**src/sv/isw_pkg.sv**
```systemverilog
`timescale 1ns / 1ps
`default_nettype none

package isw_pkg;

  // Bus geometry
  localparam int unsigned RAM_BYTES = 8192;
  localparam int unsigned ADDR_W    = 13;
  localparam int unsigned DATA_W    = 8;
  localparam int unsigned INDEX_W   = 7;
  localparam int unsigned SHIFT_W   = 3;

  // Address map
  localparam logic [ADDR_W-1:0] WIN_MASK     = 13'h1FF8;
  localparam logic [ADDR_W-1:0] WIN_BASE     = 13'h1FF0;
  localparam logic [ADDR_W-1:0] BANK_HI      = 13'h1800;
  localparam logic [ADDR_W-1:0] BANK_LO      = 13'h1C00;
  localparam logic [ADDR_W-1:0] FIELD_OFFSET = 13'h0200;

  // Window offsets
  localparam logic [2:0] OFF_FIELD = 3'd4;
  localparam logic [2:0] OFF_BANK  = 3'd5;
  localparam logic [2:0] OFF_INDEX = 3'd6;

  // Access kind on the bus
  localparam logic KIND_READ  = 1'b0;
  localparam logic KIND_WRITE = 1'b1;

  // Reset values of the window registers
  localparam logic               BANK_RESET  = 1'b1;
  localparam logic [INDEX_W-1:0] INDEX_RESET = 7'h7F;
  localparam logic [SHIFT_W-1:0] SHIFT_RESET = 3'd6;
  localparam logic [DATA_W-1:0]  FILL_BYTE   = 8'hFF;

  // What the decoder asks the controller to do
  typedef enum logic [2:0] {
    ACT_READ,
    ACT_WRITE,
    ACT_FIELD,
    ACT_BANK,
    ACT_INDEX
  } isw_act_e;

  typedef struct packed {
    isw_act_e          act;
    logic [ADDR_W-1:0] addr;
    logic [ADDR_W-1:0] field_addr;
  } isw_dec_t;

endpackage

`default_nettype wire

```
**src/sv/isw_dec.sv**
```systemverilog
`timescale 1ns / 1ps
`default_nettype none

// Window decode: maps a bus word to an action and a RAM address
module isw_dec (
  input  wire logic                        kind_i,
  input  wire logic [isw_pkg::ADDR_W-1:0]  address_i,
  input  wire logic                        bank_i,
  input  wire logic [isw_pkg::INDEX_W-1:0] index_i,
  output isw_pkg::isw_dec_t                dec_o
);

  logic                       win;
  logic [2:0]                 off;
  logic [isw_pkg::ADDR_W-1:0] base;
  logic [isw_pkg::ADDR_W-1:0] entry_addr;
  logic [isw_pkg::ADDR_W-1:0] field_addr;

  assign win  = (address_i & isw_pkg::WIN_MASK) == isw_pkg::WIN_BASE;
  assign off  = address_i[2:0];
  assign base = bank_i ? isw_pkg::BANK_HI : isw_pkg::BANK_LO;

  // entry byte: base + index*4 + offset
  assign entry_addr = base
                    + isw_pkg::ADDR_W'({index_i, 2'b00})
                    + isw_pkg::ADDR_W'(off[1:0]);

  // packed 2-bit field byte: base + index/4 + 0x200
  assign field_addr = base
                    + isw_pkg::ADDR_W'(index_i[isw_pkg::INDEX_W-1:2])
                    + isw_pkg::FIELD_OFFSET;

  always_comb begin
    dec_o.act        = (kind_i == isw_pkg::KIND_WRITE) ? isw_pkg::ACT_WRITE
                                                       : isw_pkg::ACT_READ;
    dec_o.addr       = address_i;
    dec_o.field_addr = field_addr;
    if (win) begin
      if (off[2] == 1'b0) begin
        dec_o.addr = entry_addr;
      end else if (off == isw_pkg::OFF_FIELD) begin
        dec_o.addr = field_addr;
        if (kind_i == isw_pkg::KIND_WRITE) begin
          dec_o.act = isw_pkg::ACT_FIELD;
        end
      end else if (kind_i == isw_pkg::KIND_WRITE) begin
        // bank and index writes also store the byte in place
        if (off == isw_pkg::OFF_BANK) begin
          dec_o.act = isw_pkg::ACT_BANK;
        end else if (off == isw_pkg::OFF_INDEX) begin
          dec_o.act = isw_pkg::ACT_INDEX;
        end
      end
    end
  end

endmodule

`default_nettype wire

```
**config.mk**
```make
export PLATFORM = sky130hd
export DESIGN_NAME = isw_dec
export DESIGN_NICKNAME = d
export VERILOG_FILES = /design/src/sv/isw_pkg.sv /design/src/sv/isw_dec.sv
export SDC_FILE = /design/constraint.sdc
export NUM_CORES = 1
export LEC_CHECK = 0
export ABC_CLOCK_PERIOD_IN_PS = 2600
export BUFFER_PORTS_ARGS = -buffer_cell sky130_fd_sc_hd__buf_2
export CAP_MARGIN = 20
export CORE_MARGIN = 3
export CORE_UTILIZATION = 30
export DETAILED_ROUTE_END_ITERATION = 16
export PLACE_DENSITY = 0.79
export SLEW_MARGIN = 5
export SYNTH_ARGS = -nofsm -noshare
export SYNTH_HDL_FRONTEND = slang
export SYNTH_SLANG_ARGS = --single-unit
```
**constraint.sdc**
```tcl
create_clock -name vclk -period 2.6
set_clock_uncertainty 0.15 [all_clocks]
set_input_delay 0.52 -clock vclk [all_inputs]
set_output_delay 0.52 -clock vclk [all_outputs]
set_load 0.1 [all_outputs]
```
==> results.cfg <==
[route]
postRouteAntennaNets = 0
vias = 520
totalWireLength_um = 1390
drt_iter0_drc = 2
via_per_inst = 5.10
wl_per_cell_um = 13.6
post-route-drc-count = 0
first_pass_iters = 3

[synthesis]
yosysWarnings = 0
ys_seq_area_frac = 0
yosys.area.top_type = buf_4
avgSynthCellArea_um2 = 7.63
syn-cell-area_um2 = 404
synth_top_area_frac = 0.223
synth_area_leaders = buf_4 (22%), a22o_1 (8.7%), nand4b_4 (5.9%)
ys_types = 29
syn-instance-count = 53

[grt]
grt_pass1_vias = 492
globalRoute.busiestLayer = met2
gr-usage-met2 = 0.290
grt_antenna_before_repair = 0
grt_usage = 0.152
met1_usage = 0.175
grt_overflow = 0
grt_max_degree = 10
grtUsageMet3 = 0.0297
grt_pass1_wl_um = 2280

[power]
ir_drop_uv = 198
power_leakage_nw = 0.393
powerDensity_mw_per_mm2 = 344
p_total_w = 0.000261

[sta]
setup_viol = 0
slew_violations = 0
hold_ws_ns = 1.25
tightest_slew_ns = 0.503
layout_setup_ws_ns = 0.170
fin_crit_ns = 2.43
rsz0062_at_grt = false
clock.fmax_mhz = 411
fin_crit_sh = 0.935
setup_tns_ns = 0
hold_viol = 0
slew_headroom = 0.663

[placement]
gp_congestion = 0.769
dp_slack_ns = 0.172
post-dp-hpwl_um = 1260
port_buffers = 44
placed_cells = 102

[finish]
sequential_cell_total = 0
clock_buffers = 0
diodes = 0
n_fill_cell = 103
area.sequential_um2 = 0
area_growth_pct = 87.6
drive_above_1_share = 0.625
fin_cells = 102
multi_input_area_um2 = 348
nNetsFinal = 112

[die]
rows = 12
initial_core_util = 0.341
die_x_um = 42.7
ios = 51
dieArea_mm2 = 0.00182
die_y_um = 42.7
coreArea_mm2 = 0.00119

[critical_path]
worst_setup_path_start_kind = primary input
endpoint_kind = output pin
required_ns = 1.93
worstPathArrival_ns = 1.76
crit_type = in -> out
cp_max_fo = 5

[clock_network]
ctsResizeCount = 0
cts_post_setup_buffers_inserted = 0
cts_hold_buffers = 0

[min_path]
holdCritPathClass = in -> out

[flow_run]
drv_cap = 0

[run_status]
status = finished, final reports clean
## power by group
group / internal (W) / total [W] / switching [W]
combinational: 0.0000562 / 0.000261 / 0.000204
sequential: 0 / 0 / 0
clock: 0 / 0 / 0
total: 0.0000562 / 0.000261 / 0.000204
## synthesized netlist by cell type, types with 2 or more instances
master    count
buf_4        12
inv_1         6
a22o_1        4
clkbuf_1      2
conb_1        2
nand4_1       2
o21ai_0       2
or4b_1        2
## cells by family after synthesis
family / after synthesis / share of synthesized area
and+or+nand+nor: 16 / 0.402
AOI/OAI and AO/OA: 15 / 0.282
buffers and inverters: 20 / 0.297
other: 2 / 0.0186
## layer usage
layer / up-vias / wire [µm] / part of all wire
li1: 252 / - / -
met1: 237 / 495 / 0.36
met2: 29 / 747 / 0.54
met3: 2 / 137 / 0.099
met4: 0 / 10 / 0.0072
met5: - / 0 / 0
## area by class of cell
cell class         instances  share of cell area
repair buffers            44               0.488
well taps                 14              0.0231
multi-input cells         38               0.459
inverters                  6              0.0297
## path summary, 6_finish.rpt
path,from,end,slack [ns],depth (start not counted)
hold / removal,address_i[1],dec_o[27],1.25,3
setup / recovery,address_i[3],dec_o[13],0.17,5
## critical path: stages
cell and delay [ns]:
buf_2 0.11, nand4b_4 0.18, nor3_2 0.47, a41o_1 0.29
buf_12 0.18
## cell usage in the layout, fill, tap and decap left out, types with 2 or more instances in the layout
cell / instances
a22o_1: 4
or4b_1: 2
nand4_1: 2
buf_12: 10
buf_2: 34
o21ai_0: 2
conb_1: 7
inv_1: 6
## per-stage QoR
stage / util / cell area (µm²)
floorplan: - / 468
global placement: 0.639 / 758
detailed placement: 0.639 / 758
CTS: 0.639 / 758
global route: 0.639 / 758
finish: 0.639 / 758
No activity file was read; power rests on OpenSTA's default activity.
